### src/rtl/core/chsc_pkg.sv
// ----------------------------------------------------------------------------
// Chebyshev sine/cosine package
// Field widths, coefficient constants held at 24 fraction bits, and the
// rounding function that brings them to the working fraction width.
// ----------------------------------------------------------------------------
package chsc_pkg;

    localparam int ANGLE_W    = 19;
    localparam int OUT_W      = 18;
    localparam int CONST_FRAC = 24;

    localparam longint OUT_MAX = 64'sd131071;
    localparam longint OUT_MIN = -64'sd131072;

    localparam longint TWO_PI_24 = 64'sd105414357;
    localparam longint INV_PI_24 = 64'sd5340354;
    localparam longint C_T0_24   = 64'sd5103698;
    localparam longint C_T2_24   = 64'sd16311825;
    localparam longint C_T4_24   = -64'sd5569088;
    localparam longint S_T1_24   = -64'sd9550105;
    localparam longint S_T3_24   = 64'sd11193241;
    localparam longint S_T5_24   = -64'sd1864353;

    typedef logic [ANGLE_W-1:0]       angle_t;
    typedef logic signed [OUT_W-1:0]  result_t;

    // Rounds a constant with 24 fraction bits to frac fraction bits, ties up.
    function automatic longint to_frac(input longint c, input int frac);
        int sh;
        sh = CONST_FRAC - frac;
        if (sh <= 0)
        begin
            return c;
        end
        return (c + (64'sd1 <<< (sh - 1))) >>> sh;
    endfunction

endpackage

### src/rtl/core/chsc_scale.sv
// ----------------------------------------------------------------------------
// Angle scaling
// Clamps the angle to 2*pi, multiplies by 1/pi and subtracts one to give
// t in [-1, 1] (one LSB over 1 at the clamp); two register stages.
// ----------------------------------------------------------------------------
module chsc_scale #(
    parameter int FRAC_BITS = 16
) (
    input  logic                    clk,
    input  logic                    rst_n,
    input  logic                    en,
    input  logic                    valid_in,
    input  chsc_pkg::angle_t        angle,
    output logic                    valid_out,
    output logic signed [FRAC_BITS+2:0] t_out
);
    import chsc_pkg::*;

    localparam int TW = FRAC_BITS + 3;
    localparam int PW = ANGLE_W + FRAC_BITS;
    localparam logic [63:0] TWO_PI = 64'(to_frac(TWO_PI_24, FRAC_BITS));
    localparam logic [FRAC_BITS-1:0] INV_PI = FRAC_BITS'(to_frac(INV_PI_24, FRAC_BITS));
    localparam logic signed [TW-1:0] ONE = TW'(64'sd1 <<< FRAC_BITS);

    logic                 valid1_reg;
    logic [PW-1:0]        prod_reg;
    logic [PW-1:0]        prod_next;
    logic                 valid2_reg;
    logic signed [TW-1:0] t_reg;
    logic signed [TW-1:0] t_next;
    angle_t               a_clamp;
    logic [PW-1:0]        quot;

    always_comb
    begin
        a_clamp   = (64'(angle) > TWO_PI) ? TWO_PI[ANGLE_W-1:0] : angle;
        prod_next = PW'(a_clamp) * PW'(INV_PI);
        quot      = prod_reg >> FRAC_BITS;
        t_next    = signed'(TW'(quot)) - ONE;
    end

    always_ff @(posedge clk or negedge rst_n)
    begin
        if (!rst_n)
        begin
            valid1_reg <= 1'b0;
            valid2_reg <= 1'b0;
        end
        else if (en)
        begin
            valid1_reg <= valid_in;
            valid2_reg <= valid1_reg;
        end
    end

    always_ff @(posedge clk)
    begin
        if (en)
        begin
            prod_reg <= prod_next;
            t_reg    <= t_next;
        end
    end

    assign valid_out = valid2_reg;
    assign t_out     = t_reg;

endmodule

### config.mk
export PLATFORM = sky130hd
export DESIGN_NAME = chsc_scale
export DESIGN_NICKNAME = d
export VERILOG_FILES = /design/src/rtl/core/chsc_pkg.sv /design/src/rtl/core/chsc_scale.sv
export SDC_FILE = /design/constraint.sdc
export NUM_CORES = 1
export LEC_CHECK = 0
export BUFFER_PORTS_ARGS = -buffer_cell sky130_fd_sc_hd__buf_2
export CAP_MARGIN = 15
export CORE_ASPECT_RATIO = 0.9
export CORE_MARGIN = 8
export CORE_UTILIZATION = 55
export DETAILED_ROUTE_END_ITERATION = 16
export GPL_TIMING_DRIVEN = 0
export PLACE_DENSITY = 0.72
export SLEW_MARGIN = 25
export SYNTH_ARGS = -nofsm -noshare
export SYNTH_HDL_FRONTEND = slang
export SYNTH_SLANG_ARGS = --single-unit
### constraint.sdc
create_clock -name clk -period 1 [get_ports clk]
set_input_delay 0.1 -clock clk [delete_from_list [all_inputs] [get_ports clk]]
set_output_delay 0.1 -clock clk [all_outputs]
set_load 0.02 [all_outputs]
==> impl_metrics.csv <==
group,metric,value,unit
final_layout,drive_above_1_share,0.208,
yosys,synthCells,597,
yosys,synthMuxAreaShare,0.00348,
critical_path,cp_max_fo,5,
placed_design,placed_area,7100,µm²
yosys,ys_seq_area_frac,0.180,
drt,drtIter0Drc,220,
critical_path,worst_path_max_delay_cell,"fa_1",
yosys,syn_avg_cell_area,10.8,µm²
sta,rsz0062_at_grt,"yes",
sta,layout_min_cycle_time,6.16,ns
drt,drc,0,
yosys,synth_fa_ha_area_frac,0.567,
cts,ctsRootBufferMaster,"clkbuf_16",
yosys,synth_compound_area_frac,0.0613,
drt,routed_wl,12700,µm
final_layout,n_antenna_cell,0,
yosys,synth-seq-cells,39,
grt,overflow,0,
grt,grt_usage,0.171,
yosys,yosys.area_share.simple,0.0428,
drt,wl_per_cell,15.4,µm
grt,grt_max_degree,40,
placed_design,numPortBuffers,42,
critical_path,start_kind,"primary input",
yosys,syn_area,6470,µm²
critical_path,rr_endpoint,"t_out[17]$_DFFE_PP_",
critical_path,crit_path_frequent_cell,"fa_1",
critical_path,r2r.worst_path.cells,3,
floorplan,dieArea,15500,µm²
drt,postRouteAntennaNets,0,
sta,fin_worst_skew,0.00420,ns
flow_run,maxCapViolations,0,
drt,vias_per_cell,4.98,
floorplan,fp-row-count,37,
sta,min_period_over_period,6.16,
grt,grt_pass1_vias,4365,
cts,clk_pin_slew,0.06,ns
sta,timing.fmax,162,MHz
drt,vias,4095,
critical_path,cp.required,1.09,ns
floorplan,die_h,119,µm
floorplan,fp.coreArea,11400,µm²
min_path,hold_class,"primary input to flip-flop",
critical_path,worst_setup_path_end_kind,"flip-flop",
critical_path,crit_end,"prod_reg[27]$_DFFE_PP_",
final_layout,area_growth_syn_to_layout,16.9,%
critical_path,crit_start,"angle[10]",
cts,insertion_delay,0.27,ns
status,violations,"negative setup slack",
min_path,hold_depth,2,
sta,fin_setup_tns,-88.31,ns
status,outcome,"finished, violations left",
floorplan,ioPinCount,43,
cts,cts.htree.levels,2,
sta,slew_headroom,0.667,
grt,antenna_found_initial,0,
yosys,syn_nets,849,
final_layout,largest_reg_flops,19,
sta,hold_viol_final,0,
cts,tritoncts,"built",
grt,grt_pass1_wl,21000,µm
floorplan,start_util,0.566,
final_layout,fillers,902,
final_layout,stdcell_area,7560,µm²
sta,holdWs,0.0545,ns
floorplan,dieWidth,130,µm
cts,cts_buffer_depth,2,
critical_path,ff2ff_setup_slack,0.09,ns
yosys,synth_top_family_by_area,"adder cells",
critical_path,path_class,"primary input to flip-flop",
cts,clock_sinks,39,
sta,drv_slew,0,
yosys,ys_types,46,
placed_design,gp_congestion,0.960,
placed_design,dp_hpwl,11200,µm
critical_path,r2r_start,"prod_reg[32]$_DFFE_PP_",
sta,worst_slew_pin_slew,0.500,ns
final_layout,layout.cells.non_filler,823,
drt,drtPass1Iterations,5,
yosys,synthXorXnorAreaFrac,0.0244,
sta,fin_ws,-5.16,ns
yosys,synth-warning-count,0,
final_layout,fin_nets,918,
cts,numCtsBuffers,5,
placed_design,dp.cells,795,
sta,setup_viol,18,
critical_path,crit_arrival,6.25,ns
critical_path,cp_slowest_stage_delay,0.51,ns
## what timing repair did
item                                    in CTS  in global routing
cloned                                       1                  0
gates resized for setup                     21                 10
hold buffers                                 1                  0
endpoints found under the setup margin      18                 20
pin swaps                                   23                  9
endpoints found under the hold margin        2                  0
buffers inserted                            10                  8
## cell usage after synthesis, drive strengths merged
master	n	share of area
edfxtp	37	0.17
o2111ai	1	0.0014
mux2	2	0.0035
a2111o	1	0.0017
a2bb2oi	2	0.0037
nand3	5	0.0039
inv	206	0.12
dfrtp	2	0.0077
a31oi	2	0.0019
and3	1	0.00097
a22oi	1	0.0019
a21o	3	0.0035
o311ai	1	0.0025
or3	2	0.0027
nor4	1	0.00097
a221o	1	0.0015
o21ai	6	0.0046
nor3	6	0.0046
o211a	2	0.0031
and2	6	0.0058
nand4	1	0.00097
o41ai	2	0.0039
ha	122	0.24
fa	107	0.33
nor2b	1	0.00097
o211ai	5	0.0066
nand2b	9	0.0087
xnor2	13	0.018
xor2	5	0.0068
a21oi	11	0.011
a211oi	2	0.0023
o21a	3	0.0035
o2bb2ai	1	0.0023
a2111oi	3	0.0060
nand2	14	0.0081
nor2	6	0.0035
clkbuf	3	0.0017
and4b	1	0.0015
## critical path: cells and delay by family
family,cells,cell delay [ns]
AOI/OAI and AO/OA,7,1.50
adders and majority gates,7,3.20
buffers and inverters,8,0.52
and+or+nand+nor,5,0.92
## cell families after synthesis
logic type,Yosys count
flip-flops,39
AO/OA/AOI/OAI,47
XOR/XNOR,18
AND/OR/NAND/NOR,53
multiplexers,2
adder cells (fa/ha/maj),229
buffers and inverters,209
## worst min path at each step
| stage | endpoint | slack [ns] | startpoint |
|---|---|---|---|
| floorplan | valid1_reg$_DFFE_PN0P_ | -0.20 | rst_n |
| global placement | valid1_reg$_DFFE_PN0P_ | -0.12 | rst_n |
| detailed placement | valid1_reg$_DFFE_PN0P_ | -0.11 | rst_n |
| CTS | valid1_reg$_DFFE_PN0P_ | 0.05 | valid_in |
| global route | valid1_reg$_DFFE_PN0P_ | 0.05 | valid_in |
| finish | valid1_reg$_DFFE_PN0P_ | 0.05 | valid_in |
## metrics by stage
step / utilization / worst slack, ns
floorplan: - / -5.02
global placement: 0.621 / -5.53
detailed placement: 0.621 / -5.64
CTS: 0.652 / -5.15
global route: 0.661 / -5.35
finish: 0.661 / -5.16
## cell type report
| type | instances | area [µm²] | share of cell area |
|---|---|---|---|
| clock buffers | 5 | 125 | 0.0165 |
| repair buffers | 62 | 392 | 0.0518 |
| flip-flops and latches | 39 | 1160 | 0.154 |
| inverters | 206 | 778 | 0.103 |
| multi-input cells | 349 | 4840 | 0.639 |
| clock inverters | 3 | 43.8 | 0.00579 |
| plain buffers | 3 | 32.5 | 0.00430 |
| well taps | 156 | 195 | 0.0258 |
## metal layers
layer | wire length, µm | track usage | share of wire
met1 | 6200 | 0.243 | 0.49
met2 | 5750 | 0.269 | 0.45
met3 | 628 | 0.0343 | 0.050
met4 | 113 | 0.0261 | 0.0089
met5 | 0 | 0 | 0
## layout by cell type, fill, tap and decap left out, types with 6 or more instances in the layout
master,count
edfxtp_1,37
inv_1,194
buf_4,16
ha_4,10
fa_1,103
xnor2_1,13
nand2_1,8
ha_1,112
and2_4,6
nand2b_1,6
buf_2,39
nor2_1,6
inv_2,10
clkbuf_16,6
Power is left out: the tool's default activity adds up to more than one toggle a clock period on the data nets, which glitch-free logic cannot reach.
