<file path="config.mk">
export PLATFORM = sky130hd
export DESIGN_NAME = chsc_step
export DESIGN_NICKNAME = d
export VERILOG_FILES = /design/src/rtl/core/chsc_pkg.sv /design/src/rtl/core/chsc_step.sv
export SDC_FILE = /design/constraint.sdc
export NUM_CORES = 1
export LEC_CHECK = 0
export BUFFER_PORTS_ARGS = -buffer_cell sky130_fd_sc_hd__buf_4
export CAP_MARGIN = 20
export CORE_ASPECT_RATIO = 0.5
export CORE_MARGIN = 3
export CORE_UTILIZATION = 35
export CTS_CLUSTER_DIAMETER = 40
export DETAILED_ROUTE_END_ITERATION = 10
export GPL_ROUTABILITY_DRIVEN = 0
export PLACE_DENSITY_LB_ADDON = 0.08
export SLEW_MARGIN = 20
export SYNTH_ARGS = -nofsm -noshare
export SYNTH_HDL_FRONTEND = slang
export SYNTH_SLANG_ARGS = --single-unit
</file>
<file path="constraint.sdc">
create_clock -name clk -period 1.2 [get_ports clk]
set_clock_uncertainty 0.15 [all_clocks]
set_input_delay 0.06 -clock clk [delete_from_list [all_inputs] [get_ports clk]]
set_output_delay 0.06 -clock clk [all_outputs]
set_load 0.02 [all_outputs]
</file>
<file path="src/rtl/core/chsc_pkg.sv">
// ----------------------------------------------------------------------------
// Chebyshev sine/cosine package
// Field widths, coefficient constants held at 24 fraction bits, and the
// rounding function that brings them to the working fraction width.
// ----------------------------------------------------------------------------
package chsc_pkg;

    localparam int ANGLE_W    = 19;
    localparam int OUT_W      = 18;
    localparam int CONST_FRAC = 24;

    localparam longint OUT_MAX = 64'sd131071;
    localparam longint OUT_MIN = -64'sd131072;

    localparam longint TWO_PI_24 = 64'sd105414357;
    localparam longint INV_PI_24 = 64'sd5340354;
    localparam longint C_T0_24   = 64'sd5103698;
    localparam longint C_T2_24   = 64'sd16311825;
    localparam longint C_T4_24   = -64'sd5569088;
    localparam longint S_T1_24   = -64'sd9550105;
    localparam longint S_T3_24   = 64'sd11193241;
    localparam longint S_T5_24   = -64'sd1864353;

    typedef logic [ANGLE_W-1:0]       angle_t;
    typedef logic signed [OUT_W-1:0]  result_t;

    // Rounds a constant with 24 fraction bits to frac fraction bits, ties up.
    function automatic longint to_frac(input longint c, input int frac);
        int sh;
        sh = CONST_FRAC - frac;
        if (sh <= 0)
        begin
            return c;
        end
        return (c + (64'sd1 <<< (sh - 1))) >>> sh;
    endfunction

endpackage

</file>
<file path="src/rtl/core/chsc_step.sv">
// ----------------------------------------------------------------------------
// Chebyshev recurrence stage
// Forms T(n) = 2t*T(n-1) - T(n-2) and adds the coefficient term of T(n-1)
// to the cosine or sine sum; one register stage.
// ----------------------------------------------------------------------------
module chsc_step #(
    parameter int     FRAC_BITS = 16,
    parameter longint COEF_24   = 64'sd0,
    parameter bit     TO_COS    = 1'b0
) (
    input  logic                        clk,
    input  logic                        rst_n,
    input  logic                        en,
    input  logic                        valid_in,
    input  logic signed [FRAC_BITS+2:0] t_in,
    input  logic signed [FRAC_BITS+2:0] a_in,
    input  logic signed [FRAC_BITS+2:0] b_in,
    input  logic signed [FRAC_BITS+3:0] cos_in,
    input  logic signed [FRAC_BITS+3:0] sin_in,
    output logic                        valid_out,
    output logic signed [FRAC_BITS+2:0] t_out,
    output logic signed [FRAC_BITS+2:0] a_out,
    output logic signed [FRAC_BITS+2:0] b_out,
    output logic signed [FRAC_BITS+3:0] cos_out,
    output logic signed [FRAC_BITS+3:0] sin_out
);
    import chsc_pkg::*;

    localparam int TW  = FRAC_BITS + 3;
    localparam int ACW = TW + 1;
    localparam int CW  = FRAC_BITS + 1;
    localparam logic signed [CW-1:0] COEF = CW'(to_frac(COEF_24, FRAC_BITS));

    logic signed [TW:0]       t2;
    logic signed [2*TW:0]     rprod;
    logic signed [2*TW:0]     rshift;
    logic signed [TW-1:0]     rtrunc;
    logic signed [CW+TW-1:0]  cprod;
    logic signed [CW+TW-1:0]  cshift;
    logic signed [TW-1:0]     term;
    logic signed [ACW-1:0]    term_ext;

    logic                     valid_reg;
    logic signed [TW-1:0]     t_reg;
    logic signed [TW-1:0]     a_reg;
    logic signed [TW-1:0]     a_next;
    logic signed [TW-1:0]     b_reg;
    logic signed [ACW-1:0]    cos_reg;
    logic signed [ACW-1:0]    cos_next;
    logic signed [ACW-1:0]    sin_reg;
    logic signed [ACW-1:0]    sin_next;

    always_comb
    begin
        t2       = {t_in, 1'b0};
        rprod    = t2 * a_in;
        rshift   = rprod >>> FRAC_BITS;
        rtrunc   = rshift[TW-1:0];
        a_next   = rtrunc - b_in;
        cprod    = COEF * a_in;
        cshift   = cprod >>> FRAC_BITS;
        term     = cshift[TW-1:0];
        term_ext = {term[TW-1], term};
        cos_next = TO_COS ? (cos_in + term_ext) : cos_in;
        sin_next = TO_COS ? sin_in : (sin_in + term_ext);
    end

    always_ff @(posedge clk or negedge rst_n)
    begin
        if (!rst_n)
        begin
            valid_reg <= 1'b0;
        end
        else if (en)
        begin
            valid_reg <= valid_in;
        end
    end

    always_ff @(posedge clk)
    begin
        if (en)
        begin
            t_reg   <= t_in;
            a_reg   <= a_next;
            b_reg   <= a_in;
            cos_reg <= cos_next;
            sin_reg <= sin_next;
        end
    end

    assign valid_out = valid_reg;
    assign t_out     = t_reg;
    assign a_out     = a_reg;
    assign b_out     = b_reg;
    assign cos_out   = cos_reg;
    assign sin_out   = sin_reg;

endmodule

</file>
==> impl_metrics.py <==
metrics = {
    "route": {
        "ant_nets": 0,
        "route.detailed.drc": 0,
        "drtIter0Drc": 366,
        "firstDrtPassIters": 7,
        "avgViaCountPerCell": 4.52,
        "routed_wl_mm": 40.9,
        "wl_per_cell_um": 16.1,
        "vias": 11453,
    },
    "grt": {
        "grt_pass1_vias": 12830,
        "grt_overflow": 0,
        "grt_antenna_before_repair": 1,
        "grt_max_degree": 37,
        "grtUsageTotal": 0.179,
        "grt_pass1_wl_mm": 67.4,
    },
    "timing": {
        "fin_ws_ns": -5.96,
        "slew_viol_final": 0,
        "fin_crit_ns": 7.16,
        "timing.hold.ws_ns": -0.0809,
        "relSlewSlack": 0.721,
        "worst_slew_pin_slew_ns": 0.419,
        "finalCritPeriodShare": 5.97,
        "fmax_mhz": 140,
        "rsz0062_at_grt": "true",
        "hold_viol_final": 1,
        "setup_violations": 19,
    },
    "worst_setup_path": {
        "max_stage_delay_ns": 0.54,
        "path_delay_family": "adder cells",
        "crit_path_start": "a_in[8]",
        "crit_fanout": 6,
        "cp.required_ns": 1.19,
        "crit_cells": 27,
        "reg2reg_slack_ns": 0.29,
        "end_kind": "flip-flop",
        "timing.critical_path.to": "a_out[18]",
        "arrival_ns": 7.15,
        "crit_slowest_cell": "fa_1",
        "path_class": "primary input to flip-flop",
        "regToRegStartpoint": "valid_out",
        "r2r-end": "valid_out",
        "r2r_cells": 1,
        "start_kind": "primary input",
        "path_common_cell": "fa_1",
        "critPathBufInv": 4,
    },
    "synth": {
        "yosys_warnings": 0,
        "ys_types": 57,
        "synthFlopType": "edfxtp_1",
        "yosysSeqAreaShare": 0.186,
        "synthArstFlopShare": 0.0102,
        "syn_avg_cell_area_um2": 10.6,
        "synth_edf_count": 97,
        "ys_seq_elements": 98,
        "synth_fp_nets": 2036,
        "syn_inst": 1482,
        "synth_area_um2": 15800,
    },
    "cts": {
        "numCtsBuffers": 9,
        "cts_tree": "built",
        "cts_buffer_depth": 2,
        "clock_tree.root_cell": "clkbuf_16",
        "cts.sinks": 98,
        "worstSkewPairLatency_ns": 0.37,
        "hold_buffers": 76,
        "htree_levels": 3,
        "clkTransAtPathRegs_ns": 0.08,
    },
    "place": {
        "hpwl_mm": 34.2,
        "dp_cells": 2432,
        "placed_area_um2": 19500,
        "place_ws_ns": -6.63,
        "portBuffers": 198,
    },
    "layout": {
        "areaGrowthSynthToFinish_pct": 35.5,
        "finalNetCount": 2496,
        "fin_cells": 2535,
        "drive_above_1_share": 0.295,
        "stdcell_area_um2": 21400,
        "multi_input_area_um2": 12000,
        "regArea_um2": 2940,
        "fillers": 4160,
        "antenna-diode-count": 0,
    },
    "die": {
        "die_height_um": 156,
        "coreArea_um2": 44100,
        "initial_utilization": 0.358,
        "dieArea_um2": 47800,
        "die_x_um": 306,
        "io_pins": 199,
        "rows": 54,
    },
    "job": {
        "cap_violations": 0,
    },
    "min_path": {
        "hp-class": "primary input to flip-flop",
    },
    "outcome": {
        "failed_checks": "hold timing, setup timing",
        "status": "finished, violations left",
    },
}
==> worst min-delay path by stage <==
| stage | start | depth (start not counted) | slack (ns) | endpoint |
|---|---|---|---|---|
| 2_1_floorplan | rst_n | 0 | -0.39 | valid_out |
| 3_3_place_gp | rst_n | 1 | -0.31 | valid_out |
| 3_5_place_dp | rst_n | 1 | -0.31 | valid_out |
| 4_1_cts | b_in[0] | 3 | -0.11 | a_out[0] |
| 5_1_grt | b_in[0] | 3 | -0.09 | a_out[0] |
| 6_report | b_in[0] | 3 | -0.08 | a_out[0] |
==> cells in the mapped netlist, drive strengths merged (2+ instances only) <==
cell       n  area share
a211oi     6      0.0032
o211ai     2     0.00095
nand2b    10      0.0040
o41ai      2      0.0016
o22ai      2      0.0012
a2111oi    2      0.0023
nand4      2     0.00079
a21oi     17      0.0056
and3       4      0.0020
a211o      3      0.0017
ha       117       0.093
o21ai     10      0.0032
o21a      13      0.0062
o31a       2      0.0011
or3        7      0.0031
fa       336        0.43
clkbuf    46       0.011
and2     186       0.074
nand2    162       0.039
edfxtp    97        0.18
xnor2     40       0.022
nand3      4      0.0013
nor2      25      0.0064
inv      335       0.080
a21o       5      0.0025
nor2b     13      0.0052
or2        2     0.00079
nor3       9      0.0029
xor2       8      0.0044
==> cell type report <==
| type | count | area share |
|---|---|---|
| Clock buffer | 9 | 0.0105 |
| Inverter | 335 | 0.0588 |
| Timing Repair Buffer | 496 | 0.194 |
| Multi-Input combinational cell | 1002 | 0.561 |
| Sequential cell | 98 | 0.137 |
| Tap cell | 588 | 0.0344 |
| Clock inverter | 7 | 0.00433 |
==> registers in the layout, indices dropped and copies added, names as in the netlist <==
name,flops
b_out,19
valid_out,1
a_out,19
cos_out,20
sin_out,20
t_out,19
==> cell families (layout without fill, tap and decap cells) <==
kind of cell               after synthesis  in the layout  synth area share
DFF                                     98             98             0.186
xor gates and xnor gates                48             48            0.0266
AOI/OAI and AO/OA                       71             71            0.0347
buffers and inverters                  382            847            0.0910
adders and majority gates              453            453             0.519
muxes                                    1              1          0.000714
and+or+nand+nor                        429            429             0.142
==> per-stage QoR <==
step / util / TNS [ns]
global placement: 0.444 / -112.10
finish: 0.485 / -101.60
CTS: 0.475 / -101.91
detailed placement: 0.444 / -112.71
floorplan: - / -100.51
global route: 0.485 / -106.13
==> cell usage in the layout, fill, tap and decap left out, types with 26 or more instances in the layout <==
cell type,count
nand2_1,160
dlygate4sd3_1,76
fa_1,316
ha_1,94
xnor2_1,38
inv_1,324
edfxtp_1,97
buf_4,381
and2_1,166
buf_6,26
==> layer usage <==
layer / GRT usage / part of all wire / up-vias / routed length, µm
met1: 0.235 / 0.43 / 5905 / 17600
li1: - / - / 5354 / -
met3: 0.0214 / 0.026 / 42 / 1060
met4: 0.0429 / 0.018 / 0 / 738
met2: 0.319 / 0.53 / 152 / 21500
met5: 0 / 0 / - / 0
==> repair_timing <==
action                                  in CTS  in global routing
cloned                                       1                  0
buffers inserted                             9                  5
hold endpoints to repair                    82                  1
resized for setup                           60                 93
endpoints found under the setup margin      20                 68
pin swaps                                   47                 59
Power is left out: the tool's default activity adds up to more than one toggle a clock period on the data nets, which glitch-free logic cannot reach.
