===== src/rtl/core/chsc_pkg.sv =====
// ----------------------------------------------------------------------------
// Chebyshev sine/cosine package
// Field widths, coefficient constants held at 24 fraction bits, and the
// rounding function that brings them to the working fraction width.
// ----------------------------------------------------------------------------
package chsc_pkg;

    localparam int ANGLE_W    = 19;
    localparam int OUT_W      = 18;
    localparam int CONST_FRAC = 24;

    localparam longint OUT_MAX = 64'sd131071;
    localparam longint OUT_MIN = -64'sd131072;

    localparam longint TWO_PI_24 = 64'sd105414357;
    localparam longint INV_PI_24 = 64'sd5340354;
    localparam longint C_T0_24   = 64'sd5103698;
    localparam longint C_T2_24   = 64'sd16311825;
    localparam longint C_T4_24   = -64'sd5569088;
    localparam longint S_T1_24   = -64'sd9550105;
    localparam longint S_T3_24   = 64'sd11193241;
    localparam longint S_T5_24   = -64'sd1864353;

    typedef logic [ANGLE_W-1:0]       angle_t;
    typedef logic signed [OUT_W-1:0]  result_t;

    // Rounds a constant with 24 fraction bits to frac fraction bits, ties up.
    function automatic longint to_frac(input longint c, input int frac);
        int sh;
        sh = CONST_FRAC - frac;
        if (sh <= 0)
        begin
            return c;
        end
        return (c + (64'sd1 <<< (sh - 1))) >>> sh;
    endfunction

endpackage


===== src/rtl/core/chsc_final.sv =====
// ----------------------------------------------------------------------------
// Final sum and output register
// Adds the T5 term to the sine sum, saturates both results to the output
// range and holds them in the output register.
// ----------------------------------------------------------------------------
module chsc_final #(
    parameter int FRAC_BITS = 16
) (
    input  logic                        clk,
    input  logic                        rst_n,
    input  logic                        en,
    input  logic                        valid_in,
    input  logic signed [FRAC_BITS+2:0] p5_in,
    input  logic signed [FRAC_BITS+3:0] cos_in,
    input  logic signed [FRAC_BITS+3:0] sin_in,
    output logic                        valid_out,
    output chsc_pkg::result_t           cosine,
    output chsc_pkg::result_t           sine
);
    import chsc_pkg::*;

    localparam int TW  = FRAC_BITS + 3;
    localparam int ACW = TW + 1;
    localparam int CW  = FRAC_BITS + 1;
    localparam logic signed [CW-1:0] COEF = CW'(to_frac(S_T5_24, FRAC_BITS));

    logic signed [CW+TW-1:0] cprod;
    logic signed [CW+TW-1:0] cshift;
    logic signed [TW-1:0]    term;
    logic signed [ACW-1:0]   sin_sum;
    longint                  cos_l;
    longint                  sin_l;

    logic                    valid_reg;
    result_t                 cos_reg;
    result_t                 cos_next;
    result_t                 sin_reg;
    result_t                 sin_next;

    always_comb
    begin
        cprod   = COEF * p5_in;
        cshift  = cprod >>> FRAC_BITS;
        term    = cshift[TW-1:0];
        sin_sum = sin_in + {term[TW-1], term};
        cos_l   = longint'(cos_in);
        sin_l   = longint'(sin_sum);
        if (cos_l > OUT_MAX)
        begin
            cos_next = OUT_W'(OUT_MAX);
        end
        else if (cos_l < OUT_MIN)
        begin
            cos_next = OUT_W'(OUT_MIN);
        end
        else
        begin
            cos_next = OUT_W'(cos_l);
        end
        if (sin_l > OUT_MAX)
        begin
            sin_next = OUT_W'(OUT_MAX);
        end
        else if (sin_l < OUT_MIN)
        begin
            sin_next = OUT_W'(OUT_MIN);
        end
        else
        begin
            sin_next = OUT_W'(sin_l);
        end
    end

    always_ff @(posedge clk or negedge rst_n)
    begin
        if (!rst_n)
        begin
            valid_reg <= 1'b0;
        end
        else if (en)
        begin
            valid_reg <= valid_in;
        end
    end

    always_ff @(posedge clk)
    begin
        if (en)
        begin
            cos_reg <= cos_next;
            sin_reg <= sin_next;
        end
    end

    assign valid_out = valid_reg;
    assign cosine    = cos_reg;
    assign sine      = sin_reg;

endmodule


===== config.mk =====
export PLATFORM = sky130hd
export DESIGN_NAME = chsc_final
export DESIGN_NICKNAME = d
export VERILOG_FILES = /design/src/rtl/core/chsc_pkg.sv /design/src/rtl/core/chsc_final.sv
export SDC_FILE = /design/constraint.sdc
export NUM_CORES = 1
export LEC_CHECK = 0
export ABC_CLOCK_PERIOD_IN_PS = 1700
export BUFFER_PORTS_ARGS = -buffer_cell sky130_fd_sc_hd__buf_4
export CELL_PAD_IN_SITES_DETAIL_PLACEMENT = 1
export CELL_PAD_IN_SITES_GLOBAL_PLACEMENT = 2
export CORE_UTILIZATION = 41
export DETAILED_ROUTE_END_ITERATION = 12
export PLACE_DENSITY_LB_ADDON = 0.1
export SYNTH_ARGS = -nofsm -noshare
export SYNTH_HDL_FRONTEND = slang
export SYNTH_SLANG_ARGS = --single-unit

===== constraint.sdc =====
create_clock -name clk -period 1.7 [get_ports clk]
set_input_delay 0.34 -clock clk [delete_from_list [all_inputs] [get_ports clk]]
set_output_delay 0.34 -clock clk [all_outputs]
set_load 0.05 [all_outputs]

==> impl_metrics.env <==
export IMPL_yosys_warns=0
export IMPL_detailed_route_via_count=5720
export IMPL_final_min_clock_period_ps=7289
export IMPL_synth_main_ff_cell="sky130_fd_sc_hd__edfxtp_1"
export IMPL_r2r_end="valid_out"
export IMPL_grt_overflow_total=0
export IMPL_portBuffers=99
export IMPL_grt_max_degree=23
export IMPL_routed_wl_mm=20.22
export IMPL_layout_nets=1233
export IMPL_core_um2=16000
export IMPL_seqCellArea_um2=1106
export IMPL_avgSynthCellArea_um2=10.28
export IMPL_critical_path_depth=30
export IMPL_fp_row_count=46
export IMPL_synth_seq_cells=37
export IMPL_reg2reg_depth=1
export IMPL_average_via_count_per_standard_cell=4.978
export IMPL_detailedRoute_firstPassIterationCount=4
export IMPL_post_dp_hpwl_mm=17.09
export IMPL_syn_cell_area_um2=6783
export IMPL_dieArea_um2=17060
export IMPL_grt_setup_unrepaired="true"
export IMPL_multi_input_area_um2=5544
export IMPL_synthesized_net_count=961
export IMPL_totalNegativeSetupSlack_ps=-99580
export IMPL_min_from="cos_in[19]"
export IMPL_synth_seq_area_share_pct=16.31
export IMPL_wl_per_cell_um=17.60
export IMPL_final_cell_area_um2=9678
export IMPL_antenna_violating_nets_post_route=0
export IMPL_clk_root_buffer_cell="sky130_fd_sc_hd__clkbuf_16"
export IMPL_fill_cells=1799
export IMPL_critical_path_max_stage_delay_ps=600
export IMPL_holdCritPathClass="primary input to flip-flop"
export IMPL_ff2ff_setup_slack_ps=940
export IMPL_end_kind="flip-flop"
export IMPL_worst_hold_path_num_cells=1
export IMPL_cts_max_path_buffers=2
export IMPL_synth_top_cell_area_share_pct=28.41
export IMPL_cts_inserted_buffers=5
export IMPL_cp_buffers_inverters=4
export IMPL_netlist_top_cells_area="sky130_fd_sc_hd__ha_1, sky130_fd_sc_hd__fa_1, sky130_fd_sc_hd__edfxtp_1"
export IMPL_cp_slowest_cell="sky130_fd_sc_hd__fa_2"
export IMPL_worstPathArrival_ps=7320
export IMPL_antenna_found_initial=0
export IMPL_ys_types=51
export IMPL_synth_area_leader_cell="sky130_fd_sc_hd__ha_1"
export IMPL_antenna_diode_count=0
export IMPL_fp_dieH_um=130.6
export IMPL_cts_htree_levels=2
export IMPL_worst_path_most_repeated_cell="sky130_fd_sc_hd__fa_1"
export IMPL_finalWeightedCongestion=0.8922
export IMPL_crit_path_start_kind="primary input"
export IMPL_floorplan_initialDensity_pct=42.39
export IMPL_fin_worst_skew_ps=0
export IMPL_fin_crit_sh_pct=428.8
export IMPL_synth_enable_flop_cells=36
export IMPL_timing_max_cap_violations=0
export IMPL_placed_area_um2=9020
export IMPL_ios=100
export IMPL_clock_insertion_delay_worst_skew_ps=280
export IMPL_post_route_cells_drive_above_1_share_pct=37.41
export IMPL_wire_length_of_the_first_global_routing_pass_mm=31.41
export IMPL_detailedRoute_firstIterationViolations=101
export IMPL_setup_viol=18
export IMPL_cts_sink_count=37
export IMPL_drc_errors=0
export IMPL_fin_ws_ps=-5589
export IMPL_syn_inst=660
export IMPL_worst_slew_pin_slew_ps=1178
export IMPL_criticalPathCategory="primary input to flip-flop"
export IMPL_async_flop_share_pct=2.703
export IMPL_whs_endpoint="cosine[17]"
export IMPL_failed_checks="setup timing"
export IMPL_r2r_start="valid_out"
export IMPL_tritoncts="done"
export IMPL_f_max_mhz=137.2
export IMPL_critical_path_max_fanout=4
export IMPL_finalHoldViolations=0
export IMPL_first_global_vias=6492
export IMPL_required_ps=1730
export IMPL_flow_area_growth_from_synthesis_pct=42.69
export IMPL_worst_slew_margin_rel_pct=21.17
export IMPL_floorplan_die_width_um=130.6
export IMPL_drv_slew=0
export IMPL_worst_path_dominant_cell_family="adder cells"
export IMPL_grt_usage_pct=24.14
export IMPL_worst_setup_hold_path_clk_slew_ps=60
export IMPL_outcome="finished, violations left"
[registers in the layout (all words and copies together) (netlist names)]
signal and count:
valid_out 1, cosine 18, sine 18
[logic make-up after synthesis]
family / Yosys count / share of synthesized area [%]
flops: 37 / 16.31
fa+ha+maj: 238 / 53.20
xor+xnor: 35 / 4.519
buf+inv: 130 / 7.416
mux: 2 / 0.3136
compound gates: 111 / 11.36
simple gates: 107 / 6.881
[what timing repair did]
item,CTS,global route
setup endpoints to repair,18,18
pin swaps,20,36
gates resized for setup,44,32
setup buffers,4,8
hold endpoints to repair,1,0
hold buffers,1,0
gates cloned,2,0
[metrics by stage]
step | cells | setup slack [ps] | utilization (%) | hold slack (ps)
floorplan | 660 | -5228 | - | 44.41
global placement | 1126 | -5553 | 56.37 | 115.4
detailed placement | 1126 | -5918 | 56.37 | 117.8
CTS | 1141 | -5531 | 59.01 | 250.4
global route | 1149 | -5860 | 60.49 | 250.2
finish | 1149 | -5589 | 60.49 | 253.4
[cell usage in the layout, fill, tap and decap left out, types with 3 or more instances in the layout]
cell                        netlist  routed
sky130_fd_sc_hd__buf_4            0     256
sky130_fd_sc_hd__ha_1           154     147
sky130_fd_sc_hd__inv_1          125     122
sky130_fd_sc_hd__fa_1            84      82
sky130_fd_sc_hd__nor2_1          52      50
sky130_fd_sc_hd__edfxtp_1        36      36
sky130_fd_sc_hd__nand2_1         24      23
sky130_fd_sc_hd__a21oi_1         33      23
sky130_fd_sc_hd__xnor2_1         22      20
sky130_fd_sc_hd__a21o_1          13      13
sky130_fd_sc_hd__xor2_1          13      12
sky130_fd_sc_hd__a21oi_2          4      12
sky130_fd_sc_hd__o21ai_2          1       9
sky130_fd_sc_hd__buf_6            2       9
sky130_fd_sc_hd__nand3_1         10       8
sky130_fd_sc_hd__o21ai_0         16       8
sky130_fd_sc_hd__o21bai_1         5       5
sky130_fd_sc_hd__ha_4             0       5
sky130_fd_sc_hd__clkbuf_16        0       5
sky130_fd_sc_hd__nand4_1          3       3
sky130_fd_sc_hd__nor3_2           1       3
sky130_fd_sc_hd__and3_4           0       3
sky130_fd_sc_hd__inv_2            0       3
sky130_fd_sc_hd__o211ai_1         3       3
sky130_fd_sc_hd__o22ai_2          0       3
sky130_fd_sc_hd__a22oi_2          0       3
[Yosys cell counts, drive strengths merged, types with 2 or more instances]
| cell type | count |
|---|---|
| inv | 125 |
| a22oi | 3 |
| ha | 154 |
| o211ai | 3 |
| o21a | 2 |
| o22ai | 4 |
| nand4 | 3 |
| and2 | 2 |
| a211oi | 5 |
| o21bai | 5 |
| nand3 | 10 |
| a221oi | 2 |
| edfxtp | 36 |
| nand2 | 24 |
| and3 | 4 |
| clkbuf | 3 |
| o2111ai | 2 |
| nor3 | 5 |
| o21ai | 20 |
| nor2 | 52 |
| fa | 84 |
| xnor2 | 22 |
| buf | 2 |
| a21oi | 37 |
| nor2b | 2 |
| o211a | 2 |
| a211o | 3 |
| a31oi | 3 |
| a21o | 13 |
| xor2 | 13 |
[final cells by class]
class | instances | area share [%]
Multi-Input combinational cell | 493 | 57.29
Timing Repair Buffer | 270 | 21.86
Sequential cell | 37 | 11.43
Inverter | 125 | 4.848
Tap cell | 216 | 2.793
Clock buffer | 7 | 1.474
Clock inverter | 1 | 0.3103
[routing by layer]
layer	GRT usage [%]	part of all wire (%)
met1	27.62	41
met2	47.15	53
met3	2.036	3.3
met4	7.370	2.4
met5	0	0
[worst max-delay path by stage]
stage / from / end / slack, ps
global placement: p5_in[5] / sine[3] / -5550
CTS: p5_in[5] / sine[9] / -5530
finish: p5_in[5] / sine[6] / -5590
detailed placement: p5_in[9] / sine[3] / -5920
floorplan: p5_in[5] / sine[2] / -5230
global route: p5_in[5] / sine[6] / -5860
Power is left out: the tool's default activity adds up to more than one toggle a clock period on the data nets, which glitch-free logic cannot reach.
